--- src/hw/rtl/psdl_pkg.sv ---
package psdl_pkg;

  localparam int MAX_DELAY_DEF = 1024;

  // reset values of the configuration registers
  localparam int DELAY_LENGTH_RST = 218;
  localparam int DECAY_GAIN_RST = 65208;

  // Q0.16 mix weights, they add up to one
  localparam int MIX_CUR_Q16 = 42598;
  localparam int MIX_NEXT_Q16 = 22938;

  localparam logic CFG_DELAY_LENGTH = 1'b0;
  localparam logic CFG_DECAY_GAIN = 1'b1;

  localparam logic OP_TICK = 1'b0;
  localparam logic OP_LOAD = 1'b1;

  typedef enum logic [6:0] {
    S_CLR  = 7'b0000001,
    S_IDLE = 7'b0000010,
    S_CUR  = 7'b0000100,
    S_NXT  = 7'b0001000,
    S_MIX  = 7'b0010000,
    S_GAIN = 7'b0100000,
    S_WB   = 7'b1000000
  } state_t;

  typedef struct packed {
    logic clr_wr;
    logic load_wr;
    logic tick_start;
    logic cap_cur;
    logic cap_nxt;
    logic mix;
    logic gain;
    logic wb;
  } cmd_t;

  typedef struct packed {
    logic clr_last;
    logic out_free;
  } sts_t;

endpackage

--- src/hw/rtl/psdl_ctrl.sv ---
module psdl_ctrl (
  input  logic           clk,
  input  logic           rst_n,
  input  logic           in_valid,
  input  logic           in_operation,
  output logic           in_stall,
  input  psdl_pkg::sts_t sts,
  output psdl_pkg::cmd_t cmd
);

  psdl_pkg::state_t state_r;
  psdl_pkg::state_t state_nxt;

  always_comb begin
    state_nxt = state_r;
    cmd = '0;
    case (state_r)
      psdl_pkg::S_CLR: begin
        cmd.clr_wr = 1'b1;
        if (sts.clr_last) begin
          state_nxt = psdl_pkg::S_IDLE;
        end
      end
      psdl_pkg::S_IDLE: begin
        if (in_valid) begin
          if (in_operation == psdl_pkg::OP_LOAD) begin
            cmd.load_wr = 1'b1;
          end else begin
            cmd.tick_start = 1'b1;
            state_nxt = psdl_pkg::S_CUR;
          end
        end
      end
      psdl_pkg::S_CUR: begin
        cmd.cap_cur = 1'b1;
        state_nxt = psdl_pkg::S_NXT;
      end
      psdl_pkg::S_NXT: begin
        cmd.cap_nxt = 1'b1;
        state_nxt = psdl_pkg::S_MIX;
      end
      psdl_pkg::S_MIX: begin
        cmd.mix = 1'b1;
        state_nxt = psdl_pkg::S_GAIN;
      end
      psdl_pkg::S_GAIN: begin
        cmd.gain = 1'b1;
        state_nxt = psdl_pkg::S_WB;
      end
      psdl_pkg::S_WB: begin
        // hold until the output register can take the sample
        if (sts.out_free) begin
          cmd.wb = 1'b1;
          state_nxt = psdl_pkg::S_IDLE;
        end
      end
      default: begin
        state_nxt = psdl_pkg::S_IDLE;
      end
    endcase
  end

  always_ff @(posedge clk) begin
    if (!rst_n) begin
      state_r <= psdl_pkg::S_CLR;
    end else begin
      state_r <= state_nxt;
    end
  end

  assign in_stall = state_r != psdl_pkg::S_IDLE;

  a_tick_reaches_wb: assert property (@(posedge clk) disable iff (!rst_n)
    cmd.tick_start |-> ##5 (state_r == psdl_pkg::S_WB))
    else $error("tick did not reach write-back on time");

  a_clear_ends: assert property (@(posedge clk) disable iff (!rst_n)
    (state_r == psdl_pkg::S_CLR) && sts.clr_last |=> state_r == psdl_pkg::S_IDLE)
    else $error("clearing pass did not end");

  a_wait_holds: assert property (@(posedge clk) disable iff (!rst_n)
    (state_r == psdl_pkg::S_WB) && !sts.out_free |=> state_r == psdl_pkg::S_WB)
    else $error("write-back left while output was full");

endmodule

--- config.mk ---
export PLATFORM = sky130hd
export DESIGN_NAME = psdl_ctrl
export DESIGN_NICKNAME = d
export VERILOG_FILES = /design/src/hw/rtl/psdl_pkg.sv /design/src/hw/rtl/psdl_ctrl.sv
export SDC_FILE = /design/constraint.sdc
export NUM_CORES = 1
export LEC_CHECK = 0
export BUFFER_PORTS_ARGS = -buffer_cell sky130_fd_sc_hd__buf_4
export CORE_AREA = 2 2 39 41
export CTS_CLUSTER_DIAMETER = 100
export CTS_CLUSTER_SIZE = 40
export DETAILED_ROUTE_END_ITERATION = 8
export DIE_AREA = 0 0 41 43
export PLACE_DENSITY_LB_ADDON = 0.12
export SLEW_MARGIN = 15
export SYNTH_ARGS = -nofsm -noshare
export SYNTH_HDL_FRONTEND = slang
export SYNTH_SLANG_ARGS = --single-unit
--- constraint.sdc ---
create_clock -name clk -period 1.9 [get_ports clk]
set_input_delay 0.38 -clock clk [delete_from_list [all_inputs] [get_ports clk]]
set_output_delay 0.38 -clock clk [all_outputs]
set_load 0.02 [all_outputs]
* After elaboration in Yosys (flattened, before gate mapping) *
Index checks and enable logic that the tools add are counted.

word-level totals
  flip-flop bits (word level) = 7
  latch bits = 0
  RAM bits = 0
  memory bits (read-only) = 0
  output and inout bits = 9
  logic and storage cells = 30
  memories = 0

operators by class
  add/sub/neg operators = 0
  multiply operators = 0
  div/mod/pow operators = 0
  $lt $le $gt $ge = 0
  equality and inequality tests = 12
  shifts and indexed selects = 0
  muxes and demuxes = 16
  bitwise gates (word level) = 0
  reductions and logical operators = 1

operator list
  cell                                                   number
  case mux 7 bit (7 select lines)                        1
  two-way mux 7 bit                                      4
  two-way mux 1 bit                                      9
  inequality test 2 bit, second input constant           4
  equality test 7 x 1 -> 1 bit, second input constant    1
  equality test 7 x 2 -> 1 bit, second input constant    1
  equality test 7 x 3 -> 1 bit, second input constant    1
  equality test 7 x 4 -> 1 bit, second input constant    1
  equality test 7 x 5 -> 1 bit, second input constant    1
  equality test 7 x 6 -> 1 bit, second input constant    1
  equality test 7 bit, second input constant             1
  inequality test 7 x 2 -> 1 bit, second input constant  1
  two-way mux 2 bit                                      2
  AND reduction 4 bit                                    1

* Depth between registers and ports, before layout *
Gate-level depths: netlist of run 1.

  depth in word-level cells = 3
  gate-level depth with buffers = 5
  depth with buffers taken out = 4

* Worst setup path after synthesis of run 1 *
OpenSTA, ideal clock, no wires.

  path type = flip-flop to output port
  from = reg state_r[5]
  to = out cmd[7] in the netlist's numbering
  data arrival time = 1.711 ns
  required time = 1.520 ns
  slack = -0.191 ns
  cell stages (with the launch flop) = 4
  buffers on the path = 1
  path through = dfxtp_1 > buf_6 > or4_4 > nor4b_1

RTL lines
  element                   RTL line         RTL
  start: declaration        psdl_ctrl.sv:11  psdl_pkg::state_t state_r;
  start signal: assignment  psdl_ctrl.sv:65  state_r <= psdl_pkg::S_CLR;
  start signal: assignment  psdl_ctrl.sv:67  state_r <= state_nxt;
  end: declaration          psdl_ctrl.sv:8   output psdl_pkg::cmd_t cmd

==> impl_results.rst, run 1 <==
.. list-table::
   :header-rows: 1

   * - Metric
     - Value
   * - Result of the run
     - finished, violations left
   * - Violated checks
     - negative setup slack
   * - Metal-1 WL
     - 548 microns
   * - Worst R2R End
     - state_r[1]$_SDFFE_PN0P_
   * - Cell area after synthesis
     - 454 sq um
   * - Switching power total
     - 120 uW
   * - Maximum root-to-sink buffer count
     - 2
   * - Worst reg2reg path depth
     - 11
   * - Total cell area at the placement stage
     - 592 sq um
   * - HPWL after detailed placement
     - 814 microns
   * - DR WL met2
     - 632 microns
   * - Number of DRC violations after detailed routing
     - 0
   * - Max FFs per register
     - 7
   * - Highest routed metal layer
     - met3
   * - Buffers added on ports
     - 14
   * - Fin area
     - 771 sq um
   * - FMAX
     - 504 MHz
   * - Slew at the pin closest to its max-slew limit
     - 269 ps
   * - Post-detailed-routing wire length
     - 1250 microns
   * - Arrival time of data at the critical path endpoint
     - 1600 ps
   * - DIE HEIGHT
     - 43 microns
   * - Boundary Pins
     - 15
   * - Via count of the first global-routing pass
     - 444
   * - CTS sink count
     - 7
   * - Number of fillers in the final layout
     - 127
   * - Worst Path Class, Setup
     - reg2out
   * - Delay-heaviest family, CP
     - simple AND/OR/NAND/NOR gates
   * - Fraction of layout cells with a size suffix above 1
     - 60.0%
   * - Largest registers
     - state_r x7
   * - Req. time, crit path
     - 1520 ps
   * - Cell with the biggest individual delay on the critical path
     - sky130_fd_sc_hd__or4_4
   * - Count of unique library cells instantiated by Yosys
     - 30
   * - Syn Inst Count
     - 54
   * - Slack of the worst reg-to-reg path
     - 60 ps
   * - Sequential group share of total power
     - 36.8%
   * - Setup slack after layout
     - -82.8 ps
   * - Synthesized Nets
     - 60
   * - Remaining number of nets flagged by the antenna check after routing
     - 0
   * - Number of max-cap violations
     - 0
   * - Final count of pins violating max slew
     - 0
   * - Worst R2R Start
     - state_r[5]$_SDFFE_PN0P_
   * - Maximum number of pins on one net before global-route repair
     - 9
   * - Total negative setup slack
     - -130 ps
   * - RD Place Congestion
     - 0.803
   * - Standby leakage power
     - 0.368 nW
   * - Hold_sp
     - rst_n
   * - List of cells traversed by the critical path
     - or4_4 -> nor4b_4 -> buf_4
   * - Row Count
     - 14
   * - Sequential element share of the synthesized area
     - 30.9%
   * - Pre-CTS WS
     - 126 ps
   * - Antenna diode count
     - 0
   * - WL met3
     - 70 microns
   * - Number of antenna violations at the first check in global routing
     - 0
   * - Unrepaired setup endpoints after global routing
     - true
   * - Cell area power density
     - 543 mW/mm^2
   * - Number of synthesis warnings
     - 0
   * - Initial DRC Count
     - 3
   * - H-tree depth
     - 1
   * - Routed vias
     - 502
   * - Leading cell type in the layout, fill and taps excluded
     - sky130_fd_sc_hd__buf_4
   * - Share of total power in combinational logic
     - 28.7%
   * - Total count of hold-check failures in the final report
     - 0
   * - First-pass GRT wire length
     - 1900 microns
   * - Maximum single-stage delay on the critical path
     - 580 ps
   * - Path class of the lowest-slack min-delay path
     - in2reg
   * - Switching share of total power
     - 28.6%
   * - Hold Path Sink
     - state_r[0]$_SDFFE_PN1P_
   * - Clock share of power
     - 34.5%
   * - Hold Path Cell Cnt
     - 2
   * - Pre-Repair DR Iteration Count
     - 2
   * - Buffering stage count on the worst path with inverters included
     - 1
   * - Clk root buf
     - sky130_fd_sc_hd__clkbuf_4
   * - Horizontal die dimension
     - 41 microns
   * - Cts-stage hold buffer count
     - 0
   * - Minimum period implied by the final worst setup slack
     - 1980 ps
   * - Post-CTS clock slew at the launch and capture registers of the worst setup and hold paths
     - 60 ps
   * - TritonCTS buffer count
     - 3
   * - CP endpoint kind
     - output port
   * - Synthesis-to-layout area growth
     - 69.7%
   * - Combined global-route utilization of all metal layers
     - 16.5%
   * - Critical Path Fanout Max
     - 3
   * - Internal power
     - 299 uW
   * - Final Skew
     - 0.456 ps
   * - Layout Nets
     - 92
   * - Setup crit start kind
     - flip-flop
   * - Commonest cells after routing, fill and taps aside
     - sky130_fd_sc_hd__buf_4 (29), sky130_fd_sc_hd__nor2_1 (5), sky130_fd_sc_hd__dfxtp_1 (5), sky130_fd_sc_hd__inv_1 (4)
   * - Flop and latch count out of synthesis
     - 7
   * - Maximum vdd drop
     - 276 uV
   * - Power after layout
     - 419 uW
   * - TritonCTS clock tree
     - yes
   * - Core Footprint
     - 0.00138 sq mm
   * - Initial Util
     - 32.8%
   * - Relative slew slack
     - 82.0%
   * - Syn Area/Cell
     - 8.41 sq um
   * - Vias per std cell
     - 4.97
   * - Routed length per instance
     - 12.4 microns
   * - Die Area
     - 0.00176 sq mm
   * - Final setup vio count
     - 2
   * - Register with the highest flop count
     - state_r
   * - Tcrit/Tclk final
     - 104%
   * - Worst-Skew Late Latency
     - 250 ps
   * - GRT overflow
     - 0
==> worst reg2reg max path, stage by stage, from the launching register on <==
cell	delay (ps)
sky130_fd_sc_hd__dfxtp_1	350
sky130_fd_sc_hd__buf_4	180
sky130_fd_sc_hd__nor3_4	60
sky130_fd_sc_hd__buf_4	120
sky130_fd_sc_hd__buf_4	120
sky130_fd_sc_hd__buf_4	120
sky130_fd_sc_hd__buf_4	120
sky130_fd_sc_hd__buf_4	120
sky130_fd_sc_hd__buf_4	120
sky130_fd_sc_hd__buf_4	130
sky130_fd_sc_hd__a221oi_4	250
sky130_fd_sc_hd__nor3_2	50
==> synthesized netlist by cell type <==
master / number / area [sq um]
sky130_fd_sc_hd__a21oi_1: 2 / 10.0
sky130_fd_sc_hd__a221oi_1: 1 / 8.76
sky130_fd_sc_hd__and2_1: 2 / 12.5
sky130_fd_sc_hd__and2b_2: 1 / 8.76
sky130_fd_sc_hd__and3_1: 1 / 6.26
sky130_fd_sc_hd__buf_4: 1 / 7.51
sky130_fd_sc_hd__buf_6: 1 / 11.3
sky130_fd_sc_hd__buf_8: 1 / 15.0
sky130_fd_sc_hd__clkbuf_2: 1 / 5.00
sky130_fd_sc_hd__dfxtp_1: 7 / 140
sky130_fd_sc_hd__inv_1: 4 / 15.0
sky130_fd_sc_hd__nand2_1: 1 / 3.75
sky130_fd_sc_hd__nand2b_1: 1 / 6.26
sky130_fd_sc_hd__nand3_1: 4 / 20.0
sky130_fd_sc_hd__nand3b_1: 1 / 7.51
sky130_fd_sc_hd__nor2_1: 6 / 22.5
sky130_fd_sc_hd__nor3_1: 6 / 30.0
sky130_fd_sc_hd__nor3_2: 1 / 10.0
sky130_fd_sc_hd__nor4_1: 1 / 6.26
sky130_fd_sc_hd__nor4b_1: 1 / 8.76
sky130_fd_sc_hd__nor4b_4: 1 / 23.8
sky130_fd_sc_hd__o211ai_1: 1 / 7.51
sky130_fd_sc_hd__o21ai_0: 1 / 5.00
sky130_fd_sc_hd__o21ai_2: 1 / 8.76
sky130_fd_sc_hd__o21bai_2: 1 / 11.3
sky130_fd_sc_hd__or2_2: 1 / 6.26
sky130_fd_sc_hd__or3_1: 1 / 6.26
sky130_fd_sc_hd__or4_4: 1 / 11.3
sky130_fd_sc_hd__or4b_1: 1 / 10.0
sky130_fd_sc_hd__xor2_1: 1 / 8.76
==> final cells by class <==
| cell class | count | area (sq um) | area share (%) |
|---|---|---|---|
| inverters | 4 | 15.0 | 1.95 |
| flip-flops and latches | 7 | 143 | 18.5 |
| multi-input cells | 39 | 327 | 42.4 |
| well taps | 16 | 20.0 | 2.60 |
| repair buffers | 31 | 240 | 31.2 |
| clock buffers | 4 | 26.3 | 3.41 |
==> what timing repair did <==
item / CTS / global route
gates resized for setup: 3 / 11
gates cloned: 0 / 0
pin swaps: 7 / 6
buffers inserted: 9 / 2
setup endpoints to repair: 4 / 8
==> power groups by stage <==
stage          Combinational, mW  Sequential, mW  Clock (mW)
2_1_floorplan             0.0514           0.159           0
3_3_place_gp              0.0787           0.157           0
3_5_place_dp              0.0770           0.157           0
4_1_cts                    0.102           0.154       0.149
5_1_grt                    0.130           0.154       0.165
6_report                   0.120           0.154       0.144
==> worst max path at each step <==
stage | from | cells after the start | end | slack, ps
final | state_r[1]$_SDFFE_PN0P_ | 3 | cmd[2] | -80
after global routing | state_r[1]$_SDFFE_PN0P_ | 3 | cmd[7] | -140
after CTS | state_r[6]$_SDFFE_PN0P_ | 3 | cmd[2] | -140
after detailed placement | state_r[3]$_SDFFE_PN0P_ | 3 | cmd[2] | 130
after global placement | state_r[3]$_SDFFE_PN0P_ | 3 | cmd[2] | 160
after floorplan | state_r[2]$_SDFFE_PN0P_ | 5 | cmd[5] | -40
==> per-stage QoR <==
stage / instances / hold slack, ps / util, %
after floorplan: 54 / 459 / -
after global placement: 86 / 541 / 42.8
after detailed placement: 86 / 554 / 42.8
after CTS: 99 / 317 / 50.7
after global routing: 101 / 318 / 55.7
final: 101 / 320 / 55.7
==> kinds of logic (layout without fill, tap and decap cells) <==
kind of cell | after synthesis | count (layout) | synth area share [%]
and+or+nand+nor | 31 | 31 | 44.1
buffers and inverters | 8 | 39 | 11.8
AOI/OAI and AO/OA | 7 | 7 | 11.3
DFF | 7 | 7 | 30.9
xor gates and xnor gates | 1 | 1 | 1.93
==> metal layers <==
metal	global-route usage [%]	vias to the layer above
met4	10.0	0
met1	20.4	232
met5	0	-
li1	-	256
met3	6.81	0
met2	22.8	14
Power figures use the tool's default switching activity.
==> run 2: changes to the inputs <==
PLACE_DENSITY = 0.54   (was unset)
PLACE_DENSITY_LB_ADDON = unset   (was 0.12)
RECOVER_POWER = 50   (was unset)
REMOVE_ABC_BUFFERS = 1   (was unset)
==> impl_results.rst, run 2 (synthesized netlist as in run 1, its figures left out) <==
.. list-table::
   :header-rows: 1

   * - Metric
     - Value
   * - Result of the run
     - finished, violations left
   * - Violated checks
     - negative setup slack
   * - Req. time, crit path
     - 1520 ps (about the same)
   * - Row Count
     - 14 (unchanged)
   * - Maximum number of pins on one net before global-route repair
     - 9 (unchanged)
   * - CTS sink count
     - 7 (unchanged)
   * - Leading cell type in the layout, fill and taps excluded
     - sky130_fd_sc_hd__buf_4
   * - FMAX
     - 516 MHz (+2.2%)
   * - Core Footprint
     - 0.00138 sq mm (unchanged)
   * - Setup slack after layout
     - -39.8 ps (+43.0 ps)
   * - RD Place Congestion
     - 0.718 (-11%)
   * - Vias per std cell
     - 5.04 (+1.5%)
   * - Max FFs per register
     - 7 (unchanged)
   * - Number of max-cap violations
     - 0 (unchanged)
   * - CP endpoint kind
     - output port
   * - First-pass GRT wire length
     - 1880 microns (-1.1%)
   * - TritonCTS clock tree
     - yes
   * - Tcrit/Tclk final
     - 102% (-2.3 points)
   * - Synthesis-to-layout area growth
     - 49.3%
   * - Number of antenna violations at the first check in global routing
     - 0 (unchanged)
   * - Boundary Pins
     - 15 (unchanged)
   * - Critical Path Fanout Max
     - 3 (unchanged)
   * - Routed vias
     - 469 (-6.6%)
   * - Pre-Repair DR Iteration Count
     - 4 (+2)
   * - Layout Nets
     - 84 (-8.7%)
   * - Arrival time of data at the critical path endpoint
     - 1560 ps (-40 ps)
   * - Total cell area at the placement stage
     - 586 sq um (-1.1%)
   * - Fraction of layout cells with a size suffix above 1
     - 53.2% (-6.8 points)
   * - H-tree depth
     - 1 (unchanged)
   * - Register with the highest flop count
     - state_r
   * - Maximum root-to-sink buffer count
     - 2 (unchanged)
   * - Number of DRC violations after detailed routing
     - 0 (unchanged)
   * - Die Area
     - 0.00176 sq mm (unchanged)
   * - Standby leakage power
     - 0.315 nW (-15%)
   * - HPWL after detailed placement
     - 816 microns (+0.23%)
   * - Worst-Skew Late Latency
     - 260 ps (about the same)
   * - Final count of pins violating max slew
     - 0 (unchanged)
   * - Path class of the lowest-slack min-delay path
     - in2reg
   * - TritonCTS buffer count
     - 3 (unchanged)
   * - Worst Path Class, Setup
     - reg2out
   * - Clk root buf
     - sky130_fd_sc_hd__clkbuf_4
   * - Number of fillers in the final layout
     - 141 (+11%)
   * - Initial DRC Count
     - 8 (+5)
   * - Antenna diode count
     - 0 (unchanged)
   * - Horizontal die dimension
     - 41 microns (unchanged)
   * - Maximum vdd drop
     - 271 uV (-1.8%)
   * - Final Skew
     - 0.788 ps (+0.332 ps)
   * - Commonest cells after routing, fill and taps aside
     - sky130_fd_sc_hd__buf_4 (21), sky130_fd_sc_hd__dfxtp_1 (5), sky130_fd_sc_hd__nor2_1 (4), sky130_fd_sc_hd__inv_1 (4), sky130_fd_sc_hd__nor3_1 (4)
   * - Via count of the first global-routing pass
     - 434 (-2.3%)
   * - Buffers added on ports
     - 14 (unchanged)
   * - Final setup vio count
     - 2 (unchanged)
   * - GRT overflow
     - 0 (unchanged)
   * - Cell area power density
     - 571 mW/mm^2 (+5.2%)
   * - Remaining number of nets flagged by the antenna check after routing
     - 0 (unchanged)
   * - Combined global-route utilization of all metal layers
     - 17.1% (+0.55 points)
   * - Post-CTS clock slew at the launch and capture registers of the worst setup and hold paths
     - 50 ps (about the same)
   * - Minimum period implied by the final worst setup slack
     - 1940 ps (-43.0 ps)
   * - Relative slew slack
     - 79.7% (-2.3 points)
   * - Fin area
     - 678 sq um (-12%)
   * - Routed length per instance
     - 12.2 microns (-1.9%)
   * - Unrepaired setup endpoints after global routing
     - true
   * - Setup crit start kind
     - flip-flop
   * - Largest registers
     - state_r x7
   * - DIE HEIGHT
     - 43 microns (unchanged)
   * - Total count of hold-check failures in the final report
     - 0 (unchanged)
   * - Power after layout
     - 387 uW (-7.5%)
   * - Cts-stage hold buffer count
     - 0 (unchanged)
   * - Slew at the pin closest to its max-slew limit
     - 302 ps (+32.9 ps)
   * - Initial Util
     - 32.8% (unchanged)
   * - Post-detailed-routing wire length
     - 1130 microns (-9.7%)
## run 2: power breakdown
| part | internal [mW] | switching, mW |
|---|---|---|
| sequential | 0.152 | 0.00271 |
| clock | 0.0807 | 0.0634 |
| combinational | 0.0448 | 0.0440 |
| total | 0.277 | 0.110 |
## run 2: through the flow
step	hold slack [ps]	util, %	instances	TNS [ps]	setup slack, ps
floorplan	459	-	50	-151	-151
detailed placement	549	42.3	86	0	151
finish	341	49.0	93	-60.0	-39.8
global route	345	49.0	93	-377	-103
global placement	552	42.3	86	0	158
CTS	310	47.4	93	-232	-104
## run 2: area by class of cell
class	instances	area [sq um]	share of cell area, %
inverters	4	15.0	2.21
multi-input cells	39	294	43.4
flip-flops and latches	7	143	21.0
clock buffers	4	26.3	3.87
well taps	16	20.0	2.95
repair buffers	23	180	26.6
## run 2: path summary, 6_finish.rpt
kind                           start                       to  slack [ps]  cells after the start
max          state_r[1]$_SDFFE_PN0P_                   cmd[2]         -40                      3
min                            rst_n  state_r[5]$_SDFFE_PN0P_         340                      2
max reg2reg  state_r[1]$_SDFFE_PN0P_  state_r[1]$_SDFFE_PN0P_         170                      5
min reg2reg  state_r[3]$_SDFFE_PN0P_  state_r[4]$_SDFFE_PN0P_         560                      2
## run 2: critical path, cell delays in order, from the launching register on
cell and delay, ps:
sky130_fd_sc_hd__dfxtp_2 320, sky130_fd_sc_hd__or4_4 560, sky130_fd_sc_hd__nor4b_4 240, sky130_fd_sc_hd__buf_4 180
## run 2: repair_timing
item / CTS / global route
endpoints found under the hold margin: 0 / 0
setup buffers: 3 / 0
gates resized for setup: 4 / 8
endpoints found under the setup margin: 6 / 7
pin swaps: 6 / 4
## run 2: metal layers
metal / up-vias / GRT usage, % / wire (microns) / part of all wire (%)
met5: - / 0 / 0 / 0
met4: 0 / 20.0 / 66 / 5.8
met3: 5 / 2.09 / 50 / 4.4
met2: 14 / 23.4 / 528 / 47
met1: 214 / 19.6 / 485 / 43
li1: 236 / - / - / -
==> run 3: changes to the inputs <==
clock period = 2.1 ns   (was 1.9 ns; I/O delays follow)
==> impl_results.rst, run 3 (synthesized netlist as in run 1, its figures left out) <==
.. list-table::
   :header-rows: 1

   * - Metric
     - Value
   * - Result of the run
     - complete, no violations
   * - FMAX
     - 495 MHz
   * - Via count of the first global-routing pass
     - 411 (-5.3%)
   * - Cell area power density
     - 551 mW/mm^2 (-3.4%)
   * - Post-CTS clock slew at the launch and capture registers of the worst setup and hold paths
     - 60 ps (about the same)
   * - Unrepaired setup endpoints after global routing
     - false
   * - Buffers added on ports
     - 14 (unchanged)
   * - Slew at the pin closest to its max-slew limit
     - 401 ps (+98.7 ps)
   * - Number of max-cap violations
     - 0 (unchanged)
   * - Horizontal die dimension
     - 41 microns (unchanged)
   * - Worst hold margin
     - 393 ps (+51.9 ps)
   * - Routed vias
     - 442 (-5.8%)
   * - Post-layout instance count excluding filler cells
     - 88 (-5.4%)
   * - TritonCTS clock tree
     - yes
   * - Leading cell type in the layout, fill and taps excluded
     - sky130_fd_sc_hd__buf_4
   * - Final Skew
     - 1.48 ps (+0.691 ps)
   * - Pre-CTS WS
     - 261 ps (+109 ps)
   * - Setup crit start kind
     - flip-flop
   * - Tcrit/Tclk final
     - 96.2%
   * - DIE HEIGHT
     - 43 microns (unchanged)
   * - Arrival time of data at the critical path endpoint
     - 1600 ps (+40 ps)
   * - GRT overflow
     - 0 (unchanged)
   * - TritonCTS buffer count
     - 3 (unchanged)
   * - Standby leakage power
     - 0.278 nW (-12%)
   * - Cts-stage hold buffer count
     - 0 (unchanged)
   * - Post-detailed-routing wire length
     - 1110 microns (-1.9%)
   * - Remaining number of nets flagged by the antenna check after routing
     - 0 (unchanged)
   * - Antenna diode count
     - 0 (unchanged)
   * - Total negative setup slack
     - 0 ps (+60.0 ps)
   * - Path class of the lowest-slack min-delay path
     - in2reg
   * - Inst Count DP
     - 83 (-3.5%)
   * - Number of DRC violations after detailed routing
     - 0 (unchanged)
   * - Initial DRC Count
     - 9 (+1)
   * - Worst Path Class, Setup
     - reg2out
   * - Vias per std cell
     - 5.02 (-0.40%)
   * - Slack of the worst reg-to-reg path
     - 340 ps (+170 ps)
   * - Largest registers
     - state_r x7
   * - Register with the highest flop count
     - state_r
   * - Routed length per instance
     - 12.6 microns (+3.6%)
   * - Initial Util
     - 32.8% (unchanged)
   * - Req. time, crit path
     - 1680 ps (+160 ps)
   * - Power after layout
     - 337 uW (-13%)
   * - RD Place Congestion
     - 0.757 (+5.5%)
   * - Clk root buf
     - sky130_fd_sc_hd__clkbuf_4
   * - Top Usage Layer GRT
     - met2
   * - Minimum period implied by the final worst setup slack
     - 2020 ps
   * - Relative slew slack
     - 73.2% (-6.4 points)
   * - Total cell area at the placement stage
     - 563 sq um (-3.8%)
   * - Worst-Skew Late Latency
     - 260 ps (about the same)
   * - Fin area
     - 612 sq um (-9.8%)
   * - Utilization after layout
     - 44.2% (-4.8 points)
   * - Boundary Pins
     - 15 (unchanged)
   * - Grt met1 use
     - 20.3% (+0.71 points)
   * - Setup slack after layout
     - 78.8 ps (+119 ps)
   * - Final count of pins violating max slew
     - 0 (unchanged)
   * - Maximum root-to-sink buffer count
     - 2 (unchanged)
   * - Final setup vio count
     - 0 (-2)
   * - Synthesis-to-layout area growth
     - 34.7%
   * - CTS sink count
     - 7 (unchanged)
   * - Max FFs per register
     - 7 (unchanged)
   * - Maximum vdd drop
     - 230 uV (-15%)
   * - Maximum number of pins on one net before global-route repair
     - 9 (unchanged)
   * - Critical Path Fanout Max
     - 8 (+5)
   * - Layout Nets
     - 79 (-6.0%)
   * - H-tree depth
     - 1 (unchanged)
   * - Die Area
     - 0.00176 sq mm (unchanged)
   * - Total count of hold-check failures in the final report
     - 0 (unchanged)
   * - Number of antenna violations at the first check in global routing
     - 0 (unchanged)
   * - First-pass GRT wire length
     - 1810 microns (-4.0%)
   * - Global Route met3 Usage
     - 2.09% (unchanged)
   * - Combined global-route utilization of all metal layers
     - 15.8% (-1.3 points)
   * - Pre-Repair DR Iteration Count
     - 4 (unchanged)
   * - Fraction of layout cells with a size suffix above 1
     - 43.1% (-10 points)
   * - Commonest cells after routing, fill and taps aside
     - sky130_fd_sc_hd__buf_4 (17), sky130_fd_sc_hd__nor2_1 (6), sky130_fd_sc_hd__nor3_1 (6), sky130_fd_sc_hd__inv_1 (4), sky130_fd_sc_hd__dfxtp_1 (4)
   * - Core Footprint
     - 0.00138 sq mm (unchanged)
   * - HPWL after detailed placement
     - 807 microns (-1.1%)
   * - CP endpoint kind
     - output port
   * - M2 GR Usage
     - 21.6% (-1.9 points)
   * - Row Count
     - 14 (unchanged)
run 3: critical path, stage by stage, from the launching register on:
cell                      delay [ps]
sky130_fd_sc_hd__dfxtp_2         370
sky130_fd_sc_hd__or4_4           560
sky130_fd_sc_hd__nor4b_4         240
sky130_fd_sc_hd__buf_4           180
run 3: path summary, 6_finish.rpt:
check                           from                       to  depth (start not counted)
min                            rst_n  state_r[5]$_SDFFE_PN0P_                          2
max          state_r[5]$_SDFFE_PN0P_                   cmd[2]                          3
max reg2reg  state_r[4]$_SDFFE_PN0P_  state_r[1]$_SDFFE_PN0P_                          5
min reg2reg  state_r[3]$_SDFFE_PN0P_  state_r[4]$_SDFFE_PN0P_                          2
run 3: cell type report:
type	instances	area, sq um
Inverter	4	15.0
Tap cell	16	20.0
Sequential cell	7	144
Multi-Input combinational cell	39	275
Timing Repair Buffer	18	131
Clock buffer	4	26.3
Fill cell	159	772
run 3: routing by layer:
| metal | vias up | share of wire (%) |
|---|---|---|
| li1 | 225 | - |
| met1 | 201 | 44 |
| met2 | 12 | 47 |
| met3 | 4 | 4.4 |
| met4 | 0 | 4.0 |
| met5 | - | 0 |
run 3: timing repair:
item | CTS | global route
gates cloned | 0 | 0
gates resized for setup | 1 | 6
buffers inserted | 1 | 0
endpoints found under the setup margin | 1 | 5
pin swaps | 1 | 1
run 3: report_power, final:
part           switching, mW  total [mW]  internal, mW
Sequential           0.00539       0.143         0.137
Combinational         0.0334      0.0659        0.0325
Clock                 0.0560       0.129        0.0729
